[src/rtl/aesu_pkg.sv]
// shared types and constants for the ascending exchange sort unit
package aesu_pkg;

   localparam int KEY_W = 32;

   typedef logic signed [KEY_W-1:0] key_type;

   typedef struct packed {
      logic inject;
      logic shift;
   } ctl_type;

endpackage

[src/rtl/aesu_cell.sv]
// one sorting cell: keeps the smaller key, passes the larger one right, shifts left on drain
module aesu_cell
   import aesu_pkg::*;
(
   input  logic    clock,
   input  logic    reset,
   input  logic    shift,
   input  logic    in_valid,
   input  key_type in_key,
   input  logic    nb_valid,
   input  key_type nb_key,
   output logic    out_valid,
   output key_type out_key,
   output logic    held_valid,
   output key_type held_key
);

   logic    held_valid_ff, held_valid_in;
   key_type held_key_ff, held_key_in;
   logic    out_valid_ff, out_valid_in;
   key_type out_key_ff, out_key_in;
   logic    in_smaller;

   assign in_smaller = in_key < held_key_ff;

   always_comb begin
      held_valid_in = held_valid_ff;
      held_key_in   = held_key_ff;
      out_valid_in  = 1'b0;
      out_key_in    = out_key_ff;
      if (shift) begin
         held_valid_in = nb_valid;
         held_key_in   = nb_key;
      end else if (in_valid) begin
         if (!held_valid_ff) begin
            held_valid_in = 1'b1;
            held_key_in   = in_key;
         end else begin
            out_valid_in = 1'b1;
            if (in_smaller) begin
               held_key_in = in_key;
               out_key_in  = held_key_ff;
            end else begin
               out_key_in = in_key;
            end
         end
      end
   end

   always_ff @(posedge clock) begin
      if (reset) begin
         held_valid_ff <= 1'b0;
         out_valid_ff  <= 1'b0;
      end else begin
         held_valid_ff <= held_valid_in;
         out_valid_ff  <= out_valid_in;
      end
      held_key_ff <= held_key_in;
      out_key_ff  <= out_key_in;
   end

   assign out_valid  = out_valid_ff;
   assign out_key    = out_key_ff;
   assign held_valid = held_valid_ff;
   assign held_key   = held_key_ff;

endmodule

[config.mk]
export PLATFORM = sky130hd
export DESIGN_NAME = aesu_cell
export DESIGN_NICKNAME = d
export VERILOG_FILES = /design/src/rtl/aesu_pkg.sv /design/src/rtl/aesu_cell.sv
export SDC_FILE = /design/constraint.sdc
export NUM_CORES = 1
export LEC_CHECK = 0
export ABC_AREA = 1
export BUFFER_PORTS_ARGS = -buffer_cell sky130_fd_sc_hd__buf_2
export CORE_MARGIN = 2
export CORE_UTILIZATION = 45
export DETAILED_ROUTE_END_ITERATION = 16
export PLACE_DENSITY = 0.82
export SETUP_SLACK_MARGIN = 0.02
export SLEW_MARGIN = 10
export SYNTH_ARGS = -nofsm -noshare
export SYNTH_HDL_FRONTEND = slang
export SYNTH_SLANG_ARGS = --single-unit
[constraint.sdc]
create_clock -name clock -period 2.8 [get_ports clock]
set_input_delay 0.56 -clock clock [delete_from_list [all_inputs] [get_ports clock]]
set_output_delay 0.56 -clock clock [all_outputs]
set_load 0.1 [all_outputs]
* Word-level counts from Yosys, hierarchy flattened *
Index checks and enable logic that the tools add are counted.

storage, ports and cells
  register bits = 66
  bits of input ports = 69
  output and inout bits = 66

cells by class
  $lt $le $gt $ge = 1
  equal/unequal tests = 1
  multiplexer cells = 8
  bitwise logic cells = 2
  reductions and logical operators = 4

operators with widths
  kind                                            count
  two-way mux 32 bit                              5
  less-than comparator 32 bit                     1
  two-way mux 1 bit                               3
  != test 3 x 2 -> 1 bit (second input constant)  1
  AND reduction 3 bit                             1
  OR reduction 3 bit                              1
  NOT 1 bit                                       2
  AND reduction 2 bit                             1
  nonzero test 2 bit                              1

* Longest topological paths before layout *
Gate-level depths: netlist (run 1).

  word-level depth = 5
  depth in mapped cells = 17
  depth with buffers taken out = 16

* Least setup slack after synthesis (run 1) *
Ideal clock, no wire load.

  kind = reg-to-reg
  start = reg held_key_ff[21] (netlist: held_key[21])
  end = reg held_key_ff[0] (netlist: held_key[0]), enable pin
  setup time = 387 ps
  arrival time = 2753 ps
  data required time = 2413 ps
  slack = -340 ps
  stages on the path, launching flop included = 12
  clock period less this slack = 3140 ps
  cells stage by stage = edfxtp_1 -> inv_1 -> ha_1 -> a21oi_1 -> nor2_1 -> nor2_1 -> nand3_1 -> a21oi_2 -> nand3_1 -> nand3_1 -> nand2_1 -> inv_1

between the ends
  word-level cells in the longest chain between the ends = 3

ends and longest elaborated chain
  what                                     line             text
  start, declared                          aesu_cell.sv:19  key_type held_key_ff, held_key_in;
  start signal, assigned                   aesu_cell.sv:58  held_key_ff <= held_key_in;
  less-than comparator 32 bit              aesu_cell.sv:24  assign in_smaller = in_key < held_key_ff;
  != test 3 x 2 -> 1 bit (no source line)  n/a
  AND reduction 2 bit (no source line)     n/a

No other way between the ends.
A chain may end at the register's enable or synchronous reset.

* Worst setup path after layout (run 1) *
  start = reg held_key_ff[15] (netlist: held_key[15])
  end = reg held_key_ff[11] (netlist: held_key[11]), enable pin

The elaborated chain is that of the path after synthesis.

==> metrics.yaml, run 1 <==
sta:
  final.period_utilization_pct: 85.6
  worst_slack_ns: 0.404
  hold_viol: 0
  worstMarginPinSlew_ns: 0.504
  tmin_final_ns: 2.40
  fin_clk_skew_ns: 0.00634
  setup-violations-final: 0
  slew_headroom_pct: 66.6
  rsz0062_at_grt: "false"
  fmax_mhz: 417
  final-max-slew-violation-count: 0
drt:
  drt-initial-drc-count: 136
  drt_first_pass_iters: 5
  routed-via-count: 3217
  postRouteWirelength_um: 8950
  detail_route.vias_per_cell: 4.82
  wl_per_cell_um: 13.4
  postRouteAntennaNets: 0
  drt_drc_violations_left: 0
placed_design:
  detailedPlace.worstSlack_ns: 0.165
  cell_area_reported_after_detailed_placement_um2: 4490
  place.detailed.hpwl_um: 6700
  place_congestion: 0.817
  port_buffers: 134
setup_path:
  cpMostUsedCell: "nand2_1"
  worst-endpoint-arrival_ns: 2.41
  critical_path.startpoint_type: "flop"
  rr_endpoint: "held_key[11]"
  setup.reg_to_reg.worst_slack_ns: 0.40
  slowest_delay_ns: 0.37
  r2r-start: "held_key[15]"
  critical_path_buf_inv_count: 4
  required_ns: 2.81
  criticalPathCategory: "flop to flop"
  path_max_fanout: 19
  critical_path.endpoint_type: "flop"
  cell_family_with_the_largest_share_of_critical_path_delay: "simple AND/OR/NAND/NOR gates"
  worst_r2r_path_depth: 15
  timing.critical_path.cells: "inv_1, ha_1, nand2_1, inv_1, nand3_1, nor3_1, nand2_1, nand2_1, nand2_2, nand2_2, nand2_2, nand3_1, nand2_1, clkinvlp_4, buf_4"
  crit_slowest_cell: "edfxtp_1"
global_routing:
  met3_usage_pct: 5.59
  grt_start_max_net_pins: 35
  grt_pass1_wl_um: 14500
  grt_remaining_overflow: 0
  globalRoute.busiestLayer: "met2"
  first_global_vias: 3203
  grtUsageMet2_pct: 37.4
  met1_usage_pct: 24.7
  grt_antenna_before_repair: 0
  global_route.usage.total_pct: 21.4
die:
  die-area_um2: 8920
  floorplan_core_area_um2: 7810
  dieWidth_um: 94.4
  fp-row-count: 32
  chipHeight_um: 94.4
  top_level_ports: 135
  initial_core_util_pct: 47.1
power:
  net_switching_share_of_the_total_power_pct: 42.2
  clock_power_share_pct: 21.3
  cell_internal_pwr_uw: 1780
  irDropWorstVdd_mv: 0.371
  report.power.total_uw: 3090
  comb_power_share_pct: 38.0
  power_leakage_uw: 0.00246
  power.switching_uw: 1300
  power_density_nw_per_um2: 665
  sequentialPowerShare_pct: 40.7
synth:
  ys_ff_latch: 66
  ys_dominant_reg_cell: "edfxtp_1"
  ys_top_cells_by_area: "edfxtp_1 52%, nand2_1 22%, ha_1 11%, inv_1 4.7%, a21oi_1 2.0%"
  synth-seq-area-share_pct: 53.3
  top_cell_types_by_occurrence_after_synthesis: "218 x nand2_1, 64 x edfxtp_1, 46 x inv_1"
  postSynthAreaPerCell_um2: 8.72
  post-synth-top-area-fraction_pct: 52.2
  synth-async-reset-ratio_pct: 0
  post-synth-top-area-cell: "edfxtp_1"
  yosys.cell_count.top_type: "nand2_1"
  post_syn_area_um2: 3680
  synth_warnings: 0
  yosysUniqueCellTypes: 17
  syn-instance-count: 422
  synth_enable_flop_cells: 64
  synth_nets: 522
final_layout:
  final_util_pct: 59.4
  diode_insertion_count_for_antenna_repair: 0
  finish.net_count: 661
  final_layout_size_suffix_gt1_share_pct: 28.6
  finalInstanceArea_um2: 4640
  filler_cells: 711
  area_growth_synth_to_finish_pct: 26.1
clock_network:
  cts_buffer_depth: 2
  clock-sinks: 66
  cts_max_level: 3
  postCtsSetupRepairBufs: 0
  cts_resized: 0
  clk_transition_reported_paths_ns: 0.07
  cts-root-buf: "clkbuf_8"
  tritoncts: "built"
  total_clock_buffers_created_by_cts: 9
  ctsHoldBuffers: 0
  worst_skew_pair.late_latency_ns: 0.33
worst_hold_path:
  worst_hold_path_type: "primary input to flop"
  holdCritStartpoint: "reset"
  timing.hold.worst_endpoint: "held_valid"
  timing.hold.worst_path_depth: 2
run:
  maxCapViolations: 0
run_status:
  run_status: "finished clean"
## flip-flops by register name (all words and copies together), names as in the netlist
name / count
out_key: 32
out_valid: 1
held_valid: 1
held_key: 32
## through the flow
step	hold WS [ns]	cells	TNS (ns)
finish	0.388	668	0
global route	0.378	668	0
CTS	0.374	668	0
detailed placement	0.552	652	0
global placement	0.548	652	0
floorplan	0.629	422	-6.46
## final cells by class
class                           count  area, um^2  area share (%)
Sequential cell                    66        1960            42.3
Clock inverter                      5        21.3           0.458
Timing Repair Buffer              141         761            16.4
Multi-Input combinational cell    297        1460            31.5
Clock buffer                       11         131            2.83
Inverter                           46         176            3.80
Tap cell                          102         128            2.75
## cell usage in the layout, fill, tap and decap left out, drive strengths merged
master    count
clkbuf       11
nand3         5
nand4         1
buf         141
clkinv        5
o21a          1
a21oi        16
nor3          3
clkinvlp      1
nor2         10
o21ai         8
nand2       222
inv          45
dfxtp         2
ha           31
edfxtp       64
## cell families (layout without fill, tap and decap cells)
logic type | Yosys count | count (layout) | synth area share [%]
adder cells (fa/ha/maj) | 31 | 31 | 10.5
AND/OR/NAND/NOR | 241 | 241 | 25.3
buffers and inverters | 59 | 203 | 7.24
AO/OA/AOI/OAI | 25 | 25 | 3.57
flip-flops | 66 | 66 | 53.3
## layer usage
metal,wire (um),up-vias
li1,-,1626
met1,3710,1455
met2,4410,119
met3,613,17
met4,219,0
met5,0,-
## power by group through the flow
stage	combinational, uW	sequential, uW	clock [uW]
floorplan	410	1800	0
global placement	1150	1270	0
detailed placement	1180	1280	0
CTS	1180	1260	668
global route	1270	1260	718
finish	1170	1260	657
## worst reg2reg max path: stages (launching register included)
cell,delay [ns]
edfxtp_1,0.37
inv_1,0.05
ha_1,0.29
nand2_1,0.07
inv_1,0.05
nand3_1,0.09
nor3_1,0.24
nand2_1,0.09
nand2_1,0.10
nand2_2,0.08
nand2_2,0.10
nand2_2,0.06
nand3_1,0.06
nand2_1,0.08
clkinvlp_4,0.08
buf_4,0.26
## how the worst max path moves through the flow
stage | start | endpoint | cells after the start
after floorplan | held_key[21] | held_key[0] | 12
after global placement | in_key[15] | held_key[23] | 15
after detailed placement | in_key[15] | held_key[15] | 15
after CTS | held_key[15] | held_key[13] | 15
after global routing | held_key[15] | held_key[21] | 15
final | held_key[15] | held_key[11] | 15
Power figures use the tool's default switching activity.
==> run 2, diff against run 1 <==
--- a/constraint.sdc
+++ b/constraint.sdc
@@ -3,2 +3,2 @@
 set_output_delay 0.56 -clock clock [all_outputs]
-set_load 0.1 [all_outputs]
+set_load 0.02 [all_outputs]
==> run 2 against run 1 <==
Utilization down 0.11 points; fmax up 2.7%; final cell count up 0.45%; worst setup slack better by 0.063 ns; sequential power about the same; clock power about the same; critical path type unchanged.
==> metrics.yaml, run 2 (synthesis results as in run 1) <==
power:
  report.power.total_uw: 2640
  net_switching_share_of_the_total_power_pct: 32.9
  clock_power_share_pct: 24.9
  comb_power_share_pct: 27.6
  sequentialPowerShare_pct: 47.5
  power_density_nw_per_um2: 571
  irDropWorstVdd_mv: 0.340
  power.switching_uw: 869
  power_leakage_uw: 0.00247
  cell_internal_pwr_uw: 1770
final_layout:
  layout.cells.most_common: "nand2_1"
  final_layout_size_suffix_gt1_share_pct: 28.6
  diode_insertion_count_for_antenna_repair: 0
  finalInstanceArea_um2: 4630
  area_growth_synth_to_finish_pct: 25.9
  most-common-layout-cells: "218 x nand2_1, 134 x buf_2, 64 x edfxtp_1"
  finish.net_count: 664
clock_network:
  postCtsSetupRepairBufs: 0
  cts_buffer_depth: 2
  clk_transition_reported_paths_ns: 0.07
  total_clock_buffers_created_by_cts: 9
  cts-root-buf: "clkbuf_8"
  tritoncts: "built"
  cts_resized: 0
  clock-sinks: 66
  cts_max_level: 3
  worst_skew_pair.late_latency_ns: 0.33
  ctsHoldBuffers: 0
setup_path:
  r2r-start: "held_key[31]"
  crit_start: "held_key[31]"
  rr_endpoint: "held_key[29]"
  critical_path_buf_inv_count: 3
  worst-endpoint-arrival_ns: 2.35
  criticalPathCategory: "flop to flop"
  critical_path.endpoint_type: "flop"
  path_depth: 11
  critical_path.startpoint_type: "flop"
  timing.critical_path.cells: "inv_1, ha_1, a21oi_1, o21a_1, nand2_1, a21oi_2, nand3_1, nand3_1, nand2_1, inv_1, buf_4"
  setup.reg_to_reg.worst_slack_ns: 0.47
  cell_family_with_the_largest_share_of_critical_path_delay: "compound AO/OA/AOI/OAI gates"
  crit_slowest_cell: "edfxtp_1"
  worst_r2r_path_depth: 11
  cp-endpoint: "held_key[29]"
  required_ns: 2.82
  slowest_delay_ns: 0.38
  path_max_fanout: 13
global_routing:
  grt_remaining_overflow: 0
  grt_pass1_wl_um: 14500
  grt_start_max_net_pins: 32
  grt_antenna_before_repair: 0
  met1_usage_pct: 25.6
  met3_usage_pct: 4.87
  global_route.usage.total_pct: 21.3
  grtUsageMet2_pct: 36.3
  first_global_vias: 3206
  globalRoute.busiestLayer: "met2"
die:
  dieWidth_um: 94.4
  initial_core_util_pct: 47.1
  die-area_um2: 8920
  floorplan_core_area_um2: 7810
  fp-row-count: 32
  top_level_ports: 135
  chipHeight_um: 94.4
drt:
  postRouteWirelength_um: 9200
  wl_per_cell_um: 13.7
  drt_drc_violations_left: 0
  routed-via-count: 3214
  drt-initial-drc-count: 142
  drt_first_pass_iters: 5
  postRouteAntennaNets: 0
  detail_route.vias_per_cell: 4.79
sta:
  worstMarginPinSlew_ns: 0.491
  timing.setup.tns_ns: 0
  hold_viol: 0
  final-max-slew-violation-count: 0
  setup-violations-final: 0
  fmax_mhz: 429
  tmin_final_ns: 2.33
  rsz0062_at_grt: "false"
  fin_clk_skew_ns: 0.00626
  final.period_utilization_pct: 83.3
  slew_headroom_pct: 67.2
worst_hold_path:
  worst_hold_path_type: "primary input to flop"
  holdCritStartpoint: "reset"
run_status:
  run_status: "finished clean"
placed_design:
  place.detailed.hpwl_um: 6950
  port_buffers: 134
  place_congestion: 0.814
  cell_area_reported_after_detailed_placement_um2: 4480
run:
  maxCapViolations: 0
## run 2: cell types whose count changed in the layout (fill, tap and decap cells not counted), sizes merged
| cell | change |
|---|---|
| buf | +3 |
| clkinvlp | -1 |
| inv | +1 |
## run 2: power by group through the flow
| stage | Combinational, uW | Sequential, uW | Clock, uW |
|---|---|---|---|
| floorplan | 405 | 1360 | 0 |
| global placement | 704 | 1270 | 0 |
| detailed placement | 737 | 1280 | 0 |
| CTS | 738 | 1250 | 673 |
| global route | 831 | 1260 | 712 |
| finish | 731 | 1260 | 658 |
## run 2: cell type report
| cell class | count | area, um^2 |
|---|---|---|
| clock inverters | 5 | 21.3 |
| multi-input cells | 297 | 1460 |
| repair buffers | 144 | 758 |
| well taps | 102 | 128 |
| clock buffers | 11 | 131 |
| inverters | 46 | 173 |
| fillers | 709 | 3180 |
| flip-flops and latches | 66 | 1960 |
## run 2: layer usage
layer	vias up	routed length (um)
li1	1625	-
met1	1438	3570
met2	137	4650
met3	14	847
met4	0	139
met5	-	0
## run 2: worst min-delay path by stage
stage / endpoint / slack, ns / cells after the start
finish: held_valid / 0.39 / 2
CTS: held_valid / 0.38 / 2
detailed placement: out_key[0] / 0.56 / 2
floorplan: out_valid / 0.62 / 4
global placement: out_key[0] / 0.55 / 2
global route: held_valid / 0.39 / 2
## run 2: stage by stage
step,instances,util (%),hold WS (ns),setup slack (ns)
3_5_place_dp,655,57.4,0.556,0.236
5_1_grt,671,59.3,0.391,0.270
4_1_cts,671,59.3,0.380,0.491
2_1_floorplan,422,-,0.622,0.0897
3_3_place_gp,655,57.4,0.552,0.317
6_report,671,59.3,0.394,0.468
## run 2: worst register-to-register path, cell delays in order (launching register included)
cell and delay (ns):
edfxtp_1 0.38, inv_1 0.06, ha_1 0.33, a21oi_1 0.21, o21a_1 0.15, nand2_1 0.07
a21oi_2 0.17, nand3_1 0.17, nand3_1 0.12, nand2_1 0.05, inv_1 0.08, buf_4 0.24
