==> src/rtl/aesu_pkg.sv <==
// shared types and constants for the ascending exchange sort unit
package aesu_pkg;

   localparam int KEY_W = 32;

   typedef logic signed [KEY_W-1:0] key_type;

   typedef struct packed {
      logic inject;
      logic shift;
   } ctl_type;

endpackage

==> src/rtl/aesu_ctrl.sv <==
// batch sequencer: load, settle and drain phases with key count and overflow flag
module aesu_ctrl
   import aesu_pkg::*;
#(
   parameter int DEPTH = 64
) (
   input  logic    clock,
   input  logic    reset,
   input  logic    req_valid,
   input  logic    req_last_in,
   output logic    req_stall,
   input  logic    rsp_stall,
   output logic    rsp_valid,
   output logic    rsp_last_out,
   output logic    rsp_dropped,
   output ctl_type ctl
);

   localparam int CW = $clog2(DEPTH + 1);

   localparam logic [1:0] PH_LOAD   = 2'd0;
   localparam logic [1:0] PH_SETTLE = 2'd1;
   localparam logic [1:0] PH_DRAIN  = 2'd2;

   logic [1:0]    phase_ff, phase_in;
   logic [CW-1:0] count_ff, count_in;
   logic [CW-1:0] settle_ff, settle_in;
   logic          ovf_ff, ovf_in;
   logic          req_accept, rsp_accept, has_room;

   assign has_room   = count_ff < CW'(DEPTH);
   assign req_stall  = phase_ff != PH_LOAD;
   assign req_accept = req_valid && !req_stall;
   assign rsp_valid  = phase_ff == PH_DRAIN;
   assign rsp_accept = rsp_valid && !rsp_stall;

   always_comb begin
      phase_in   = phase_ff;
      count_in   = count_ff;
      settle_in  = settle_ff;
      ovf_in     = ovf_ff;
      ctl.inject = 1'b0;
      ctl.shift  = 1'b0;
      case (phase_ff)
         PH_LOAD: begin
            if (req_accept) begin
               if (has_room) begin
                  ctl.inject = 1'b1;
                  count_in   = count_ff + CW'(1);
               end else begin
                  ovf_in = 1'b1;
               end
               if (req_last_in) begin
                  phase_in  = PH_SETTLE;
                  settle_in = '0;
               end
            end
         end
         PH_SETTLE: begin
            settle_in = settle_ff + CW'(1);
            if (settle_ff == CW'(DEPTH - 1)) begin
               phase_in = PH_DRAIN;
            end
         end
         PH_DRAIN: begin
            if (rsp_accept) begin
               ctl.shift = 1'b1;
               count_in  = count_ff - CW'(1);
               if (count_ff == CW'(1)) begin
                  phase_in = PH_LOAD;
                  ovf_in   = 1'b0;
               end
            end
         end
         default: begin
            phase_in = PH_LOAD;
         end
      endcase
   end

   always_ff @(posedge clock) begin
      if (reset) begin
         phase_ff  <= PH_LOAD;
         count_ff  <= '0;
         settle_ff <= '0;
         ovf_ff    <= 1'b0;
      end else begin
         phase_ff  <= phase_in;
         count_ff  <= count_in;
         settle_ff <= settle_in;
         ovf_ff    <= ovf_in;
      end
   end

   assign rsp_last_out = count_ff == CW'(1);
   assign rsp_dropped  = ovf_ff;

endmodule

==> config.mk <==
export PLATFORM = sky130hd
export DESIGN_NAME = aesu_ctrl
export DESIGN_NICKNAME = d
export VERILOG_FILES = /design/src/rtl/aesu_pkg.sv /design/src/rtl/aesu_ctrl.sv
export SDC_FILE = /design/constraint.sdc
export NUM_CORES = 1
export LEC_CHECK = 0
export BUFFER_PORTS_ARGS = -buffer_cell sky130_fd_sc_hd__buf_4
export CAP_MARGIN = 10
export CORE_MARGIN = 3
export CORE_UTILIZATION = 55
export DETAILED_ROUTE_END_ITERATION = 10
export PLACE_DENSITY_LB_ADDON = 0.3
export SLEW_MARGIN = 25
export SYNTH_ARGS = -nofsm -noshare
export SYNTH_HDL_FRONTEND = slang
export SYNTH_SLANG_ARGS = --single-unit
==> constraint.sdc <==
create_clock -name clock -period 2 [get_ports clock]
set_input_delay 0.1 -clock clock [delete_from_list [all_inputs] [get_ports clock]]
set_output_delay 0.1 -clock clock [all_outputs]
set_load 0.005 [all_outputs]
; ---- Word level (Yosys, flattened, before mapping)
; Cells that the tools add are included.
[classes]
add_sub_neg = 3
mul = 0
div = 0
order_cmp = 1
eq_ne = 11
shifts = 0
n_mux = 23
bitwise = 0
reduce_logical = 12
[op_table]
columns = op, count
row1 = $mux 7, 5
row2 = $pmux 7 s2, 2
row3 = $add 7x1->7 const B, 2
row4 = $mux 2, 5
row5 = $ne 2x2->1 const B, 5
row6 = $reduce_and 5->1, 2
row7 = $mux 1, 9
row8 = $eq 7x1->1 const B, 1
row9 = $eq 7x6->1 const B, 1
row10 = $lt 7x7->1 const B, 1
row11 = $sub 7x1->7 const B, 1
row12 = $pmux 2 s3, 1
row13 = $reduce_bool 2->1, 3
row14 = $ne 2x1->1 const B, 2
row15 = $reduce_and 4->1, 1
row16 = $reduce_and 3->1, 1
row17 = $eq 2x1->1 const B, 1
row18 = $eq 2x2->1 const B, 1
row19 = $logic_and 1x1->1, 2
row20 = $logic_not 1->1, 2
row21 = $logic_not 2->1, 1
row22 = $pmux 1 s2, 1
[word_totals]
register_bits = 17
latch_bits = 0
ram_bits = 0
romBits = 0
out_inout_bits = 6
memories = 0

; ---- Longest topological paths before layout
; Gate-level depths: netlist of run 1.
[depth]
ltp_word = 5
mapped_depth = 6
mapped_depth_nobuf = 5

; ---- Least setup slack after synthesis of run 1
; OpenSTA, ideal clock, no wires.
[synth_path]
path_type = register to register
start = register phase_ff[0]
end = register count_ff[3]
setup_time_ps = 123
arrival_time_ps = 1469
setup_slack_ps = 407
path_stages_with_launch = 6
n_path_buf = 1
synth_period_minus_slack_ps = 1593
cell_sequence = dfxtp_1 -> nand2b_1 -> buf_6 -> or4_4 -> a21oi_2 -> mux2_1
[synth_via]
elab_chain_len = 5
elab_cells_between_ends = 12
classes_between = 4 x eq/ne / 1 x mux / 7 x reduce/logical
[synth_rtl]
columns = element, line_no
row1 = "start, declared", aesu_ctrl.sv:25  ; logic [1:0] phase_ff, phase_in;
row2 = "start signal, assigned", aesu_ctrl.sv:88  ; phase_ff <= phase_in;
row3 = $reduce_bool 2->1, aesu_ctrl.sv:32  ; assign req_stall = phase_ff != PH_LOAD;
row4 = $logic_not 1->1, aesu_ctrl.sv:33  ; assign req_accept = req_valid && !req_stall;
row5 = $logic_and 1x1->1, aesu_ctrl.sv:33
row6 = $ne 2x2->1 (no line), -
row7 = $reduce_and 4->1 (no line), -
row8 = "end signal, assigned", aesu_ctrl.sv:89  ; count_ff <= count_in;
row9 = "end, declared", aesu_ctrl.sv:26  ; logic [CW-1:0] count_ff, count_in;
; Parallel ways exist; a longest one is shown, timed or not.
; A chain may end at the register's enable or synchronous reset.

; ---- Worst setup path after layout of run 1
[layout_path]
start = register phase_ff[0]
end = register count_ff[6]
; The elaborated chain is that of the path after synthesis.

==> results of run 1 <==
## worst paths after layout
| path | end | startpoint | cells past startpoint |
|---|---|---|---|
| worst max-delay path | count_ff[6] | phase_ff[0] | 5 |
| worst min-delay path | rsp_dropped | reset | 2 |
| worst max register to register | count_ff[6] | phase_ff[0] | 5 |
| worst min register to register | rsp_dropped | rsp_dropped | 2 |
## power groups by stage
stage          combinational [mW]  clock [mW]  sequential (mW)
2_1_floorplan              0.0608           0            0.367
3_3_place_gp               0.0874           0            0.370
3_5_place_dp               0.0909           0            0.371
4_1_cts                    0.0916       0.193            0.363
5_1_grt                     0.102       0.212            0.365
6_report                   0.0923       0.185            0.363
## stage by stage
stage                     util [%]  cells  power (mW)  hold slack, ns  instance area [sq um]
after floorplan                  -    114      0.4278          0.2311                  950.9
after global placement       66.85    139      0.4573          0.3855                   1042
after detailed placement     66.85    139      0.4618          0.3927                   1042
after CTS                    68.62    143      0.6474         0.07414                   1070
after global routing         68.62    143      0.6796         0.08058                   1070
final                        68.62    143      0.6403         0.08365                   1070
## area by class of cell
cell class / count / area [sq um] / area share, %
inverters: 6 / 22.52 / 2.105
multi-input cells: 88 / 569.3 / 53.22
flip-flops and latches: 17 / 340.3 / 31.81
well taps: 16 / 20.02 / 1.871
clock buffers: 3 / 22.52 / 2.105
clock inverters: 1 / 5.005 / 0.4678
repair buffers: 12 / 90.09 / 8.421
## state kept, by name, summed over array words and instances (netlist names)
name and count:
settle_ff 7, rsp_dropped 1, phase_ff 2, count_ff 7
## cells in the mapped netlist
master / count
sky130_fd_sc_hd__o21bai_2: 1
sky130_fd_sc_hd__a21o_1: 1
sky130_fd_sc_hd__or2_2: 1
sky130_fd_sc_hd__nand2_1: 4
sky130_fd_sc_hd__a21oi_2: 1
sky130_fd_sc_hd__clkbuf_1: 2
sky130_fd_sc_hd__mux2_1: 1
sky130_fd_sc_hd__nand4_1: 4
sky130_fd_sc_hd__a211oi_1: 2
sky130_fd_sc_hd__or3_1: 1
sky130_fd_sc_hd__mux2i_1: 1
sky130_fd_sc_hd__nand3_1: 5
sky130_fd_sc_hd__a31oi_1: 1
sky130_fd_sc_hd__buf_6: 1
sky130_fd_sc_hd__o31ai_1: 1
sky130_fd_sc_hd__o21ai_0: 3
sky130_fd_sc_hd__nand4b_1: 1
sky130_fd_sc_hd__xnor2_1: 8
sky130_fd_sc_hd__a21oi_1: 8
sky130_fd_sc_hd__nor3_1: 4
sky130_fd_sc_hd__and3_1: 1
sky130_fd_sc_hd__or4_4: 1
sky130_fd_sc_hd__nor4_1: 3
sky130_fd_sc_hd__nand2b_1: 1
sky130_fd_sc_hd__or2_0: 1
sky130_fd_sc_hd__nor2b_1: 5
sky130_fd_sc_hd__dfxtp_1: 17
sky130_fd_sc_hd__mux2_2: 3
sky130_fd_sc_hd__nor2_1: 17
sky130_fd_sc_hd__nor3b_1: 3
sky130_fd_sc_hd__or4b_1: 1
sky130_fd_sc_hd__ha_1: 4
sky130_fd_sc_hd__inv_1: 6
## layer usage
layer / track usage, % / wire length (um) / vias to the layer above
li1: - / - / 427
met1: 25.23 / 979 / 359
met3: 3.383 / 96 / 2
met5: 0 / 0 / -
met2: 28.07 / 756 / 23
met4: 8.602 / 12 / 0
## cells in the final DEF, fill, tap and decap left out, drive strengths merged, types with 2 or more instances in the layout
cell type,Yosys,final
or2,2,2
nor2b,5,5
nor4,3,3
o21ai,3,3
nor3b,3,3
nand4,4,4
mux2,4,4
clkbuf,2,3
ha,4,4
dfxtp,17,17
a21oi,9,9
nand3,5,5
nand2,4,4
buf,1,12
nor2,17,17
inv,6,6
a211oi,2,2
nor3,4,4
xnor2,8,8
## cells by family after synthesis
kind of cell / after synthesis / synth area share [%]
AND/OR/NAND/NOR: 53 / 29.74
flip-flops: 17 / 35.79
multiplexers: 5 / 5.789
XOR/XNOR: 8 / 7.369
buffers and inverters: 9 / 4.342
AO/OA/AOI/OAI: 18 / 11.71
adder cells (fa/ha/maj): 4 / 5.263
==> results.json, run 1 <==
{
  "grt_pass1_wl_um": 2967,
  "timing.fmax_mhz": 603.8,
  "combinationalPowerShare_pct": 14.4,
  "totalWireLength_um": 1845,
  "cts-htree-levels": 1,
  "synth.largest_area_cell": "sky130_fd_sc_hd__dfxtp_1",
  "ys_ff_latch": 17,
  "core-area_sq_um": 1559,
  "dr.first_iter.drc_count": 12,
  "avgSynthCellArea_sq_um": 8.341,
  "timing.setup.critical_path_class": "register to register",
  "peakVddDrop_mv": 0.4453,
  "run_status": "complete, no violations",
  "worst_pin_slew_ns": 0.5170,
  "drv.max_cap_violation_count": 0,
  "cts-hold-fix-buffers": 0,
  "track_usage_pct": 18.47,
  "cp_cell_sequence": "nand2b_1 > buf_4 > nand4_1 > a211oi_1 > mux2_2",
  "rsz_0062_raised_after_global_routing": "no",
  "dp_hpwl_um": 1353,
  "critical_path.slowest_cell": "sky130_fd_sc_hd__dfxtp_1",
  "post_route_cells_drive_above_1_share_pct": 18.11,
  "cp_data_arrival_time_ns": 1.85,
  "num-fill-cells": 131,
  "slew_headroom_pct": 65.54,
  "grt.overflow.total": 0,
  "post-route-drc-count": 0,
  "synthesis.nets": 123,
  "worstPathRequired_ns": 2.19,
  "power.leakage_nw": 0.4249,
  "clk_path_buf_depth": 2,
  "grt_start_max_net_pins": 16,
  "synthCells": 114,
  "cts_sinks": 17,
  "number_of_global_route_vias_before_repair": 727,
  "final_nets": 137,
  "synth.top_cell.area_share_pct": 35.79,
  "finalSetupViolations": 0,
  "worst_slack_at_placement_ns": 0.3750,
  "hp-class": "primary input to register",
  "syn2layout_area_growth_pct": 12.50,
  "antennaDiodeCount": 0,
  "internal_power_mw": 0.4650,
  "first_pass_iters": 4,
  "antenna_found_initial": 0,
  "cpLargestDelayFamily": "flip-flops",
  "yosys.cell_types.count": 33,
  "clkTransAtPathRegs_ns": 0.10,
  "post_cts_resized": 0,
  "floorplan.initialDensity_pct": 61.00,
  "worst_path_largest_cell_delay_ns": 0.44,
  "finClkSkew_ns": 0.004758,
  "cts.root.buffer_cell": "sky130_fd_sc_hd__clkbuf_4",
  "floorplan.die.height_um": 47.58,
  "setup.worst_path.start_class": "register",
  "finalHoldViolations": 0,
  "timing.critical_path.buf_inv": 1,
  "detailroute.via_count": 811,
  "cts_made_buffers": 3,
  "power-per-cell-area_nw_per_um2": 598.5,
  "power_frac_seq_pct": 56.7,
  "synth_warnings": 0,
  "final.min_clock_period_ns": 1.656,
  "port-buffer-count": 10,
  "period_share_pct": 82.81,
  "power.share.switching_pct": 27.38,
  "synthesis.area_sq_um": 950.9,
  "io-pin-count": 11,
  "via_per_inst": 5.671,
  "routabilityCongestion": 0.7814,
  "die_span_x_um": 47.58,
  "largest_fanout_of_any_net_on_the_critical_path": 8,
  "setup_total_negative_slack_ns": 0,
  "synth_seq_area_share_pct": 35.79,
  "detail_route.wl_per_cell_um": 12.90,
  "synth_top_cells_by_area": "sky130_fd_sc_hd__dfxtp_1, sky130_fd_sc_hd__xnor2_1, sky130_fd_sc_hd__nor2_1",
  "worst_slack_ns": 0.3438,
  "cp-end-kind": "register",
  "die_area_sq_um": 2264,
  "final-max-slew-violation-count": 0,
  "rows": 14,
  "tritoncts": "done",
  "latest_clock_arrival_within_the_worst_skew_pair_ns": 0.29,
  "cts_setup_buffers": 0,
  "reported_net_switching_power_mw": 0.1753,
  "antenna_left": 0,
  "setup.reg_to_reg.worst_slack_ns": 0.34,
  "share_clk_of_total_power_pct": 28.9
}
No activity file was read; power rests on OpenSTA's default activity.
==> inputs of run 2 (changes only) <==
CORE_ASPECT_RATIO = 0.7   (was not set)
CORE_UTILIZATION = 50   (was 55)
clock period = 1.5 ns   (was 2 ns; I/O delays follow)
==> run 2 against run 1 <==
  * The flow now finishes with violations (negative setup slack)
  * Combinational power rose by 85%
  * Setup slack got worse by 0.38 ns
  * Clock power rose by 31%
  * Critical path type unchanged
  * Largest power group unchanged
  * Total power rose by 40%
  * Clock skew rose by 0.0053 ns
  * Cell count rose by 13%
  * Design area rose by 17%
  * Global-route usage rose by 1.6 points
  * Routed wire length rose by 27%
==> results.json, run 2 (same netlist as run 1, synthesis figures left out) <==
{
  "violations": "negative setup slack",
  "track_usage_pct": 20.04,
  "first_pass_iters": 4,
  "leading_registers_by_flop_count": "count_ff x7, settle_ff x7, phase_ff x2",
  "floorplan.initialDensity_pct": 56.55,
  "mostFrequentLayoutCell": "sky130_fd_sc_hd__buf_4",
  "antenna_left": 0,
  "num-fill-cells": 120,
  "dr.first_iter.drc_count": 73,
  "final_cell_area_sq_um": 1247,
  "die_span_x_um": 58.13,
  "peakVddDrop_mv": 0.5204,
  "routabilityCongestion": 0.7917,
  "floorplan.die.height_um": 42.49,
  "rows": 12,
  "detail_route.wl_per_cell_um": 14.54,
  "setup_total_negative_slack_ns": -0.03953,
  "power_mw": 0.8966,
  "post-route-drc-count": 0,
  "whs_ns": 0.06013,
  "finClkSkew_ns": 0.01010,
  "worstPathRequired_ns": 1.72,
  "internal_power_mw": 0.6552,
  "grt.overflow.total": 0,
  "antennaDiodeCount": 0,
  "combinationalPowerShare_pct": 19.0,
  "finalSetupViolations": 1,
  "cp_data_arrival_time_ns": 1.76,
  "share_clk_of_total_power_pct": 27.0,
  "clk_path_buf_depth": 2,
  "slew_headroom_pct": 80.45,
  "detailroute.via_count": 953,
  "cts-htree-levels": 1,
  "final-max-slew-violation-count": 0,
  "worst_slack_ns": -0.03953,
  "post_route_cells_drive_above_1_share_pct": 39.29,
  "core-area_sq_um": 1682,
  "power-per-cell-area_nw_per_um2": 718.8,
  "regArea_sq_um": 355.3,
  "io-pin-count": 11,
  "cts_sinks": 17,
  "place.detailed.instances": 155,
  "latest_clock_arrival_within_the_worst_skew_pair_ns": 0.29,
  "totalWireLength_um": 2341,
  "worst_pin_slew_ns": 0.2906,
  "power.share.switching_pct": 26.93,
  "final.min_clock_period_ns": 1.540,
  "grt_start_max_net_pins": 16,
  "multi_input_area_sq_um": 625.6,
  "drv.max_cap_violation_count": 0,
  "antenna_found_initial": 0,
  "die_area_sq_um": 2469,
  "hp-class": "primary input to register",
  "final_nets": 150,
  "cts_made_buffers": 3,
  "most-common-layout-cells": "sky130_fd_sc_hd__buf_4, sky130_fd_sc_hd__nor2_1, sky130_fd_sc_hd__dfxtp_1",
  "launch_point_of_the_worst_hold_path": "reset",
  "rsz_0062_raised_after_global_routing": "yes",
  "dp_hpwl_um": 1696,
  "setup.worst_path.start_class": "register",
  "cp-end-kind": "register",
  "number_of_global_route_vias_before_repair": 888,
  "port-buffer-count": 10,
  "finish.cell_count_without_fillers": 161,
  "reported_net_switching_power_mw": 0.2415,
  "clkTransAtPathRegs_ns": 0.10,
  "crit_path_launch": "settle_ff[0]",
  "syn2layout_area_growth_pct": 31.18,
  "period_share_pct": 102.6,
  "tritoncts": "done",
  "power.leakage_nw": 0.4907,
  "via_per_inst": 5.919,
  "placed_cell_area_sq_um": 1140,
  "power_frac_seq_pct": 54.0,
  "cts.root.buffer_cell": "sky130_fd_sc_hd__clkbuf_4",
  "finalHoldViolations": 0,
  "timing.fmax_mhz": 649.5,
  "grt_pass1_wl_um": 3808,
  "timing.setup.critical_path_class": "register to register",
  "run_status": "complete, but fails checks",
  "crit-reg2reg-launch": "settle_ff[0]",
  "largest_fanout_of_any_net_on_the_critical_path": 2
}
## run 2: changes by cell type in the layout (fill, tap and decap cells not counted), moves of 2 or more
cell | previous run | this run
sky130_fd_sc_hd__ha_1 | 4 | 1
sky130_fd_sc_hd__dfxtp_1 | 17 | 9
sky130_fd_sc_hd__inv_2 | 0 | 2
sky130_fd_sc_hd__buf_4 | 12 | 24
sky130_fd_sc_hd__inv_1 | 6 | 4
sky130_fd_sc_hd__dfxtp_2 | 0 | 6
sky130_fd_sc_hd__dfxtp_4 | 0 | 2
sky130_fd_sc_hd__ha_2 | 0 | 2
## run 2: layer usage
metal | vias up | GRT usage [%] | share of wire (%) | routed length (um)
met2 | 41 | 31.31 | 43 | 996
li1 | 453 | - | - | -
met5 | - | 0 | 0 | 0
met1 | 457 | 27.52 | 48 | 1124
met3 | 2 | 5.538 | 9.1 | 212
met4 | 0 | 3.704 | 0.34 | 8
## run 2: critical path: stages, from the launching register on
cell and delay (ns):
sky130_fd_sc_hd__dfxtp_2 0.36, sky130_fd_sc_hd__ha_4 0.14, sky130_fd_sc_hd__nand3_2 0.08, sky130_fd_sc_hd__or2_1 0.24, sky130_fd_sc_hd__or4b_1 0.51, sky130_fd_sc_hd__a21oi_1 0.15
## run 2: power by group through the flow
stage	Clock (mW)	Sequential (mW)	Combinational, mW
2_1_floorplan	0	0.490	0.0821
3_3_place_gp	0	0.489	0.152
3_5_place_dp	0	0.491	0.159
4_1_cts	0.246	0.483	0.161
5_1_grt	0.271	0.487	0.189
6_report	0.242	0.484	0.171
## run 2: what timing repair did
action / in CTS / in global routing
pin swaps: 3 / 5
endpoints found under the setup margin: 4 / 9
hold buffers: 0 / 0
setup buffers: 1 / 1
gates resized for setup: 8 / 16
hold endpoints to repair: 0 / 0
## run 2: worst paths after layout
check	end	slack [ns]	depth (start not counted)
setup / recovery	phase_ff[1]	-0.04	5
hold / removal	count_ff[2]	0.06	2
setup reg to reg	phase_ff[1]	-0.04	5
hold reg to reg	rsp_dropped	0.49	2
## run 2: area by class of cell
class / count / share of cell area (%)
Clock buffer: 4 / 2.106
Sequential cell: 17 / 28.49
Inverter: 6 / 1.805
Timing Repair Buffer: 25 / 15.35
Multi-Input combinational cell: 88 / 50.15
Tap cell: 21 / 2.106
## run 2: metrics by stage
step           setup WS, ns  util (%)
6_report           -0.03953     74.18
5_1_grt            -0.09147     74.18
4_1_cts           -0.002165     70.39
3_5_place_dp       -0.04088     67.78
3_3_place_gp        0.01705     67.78
2_1_floorplan      -0.04473         -
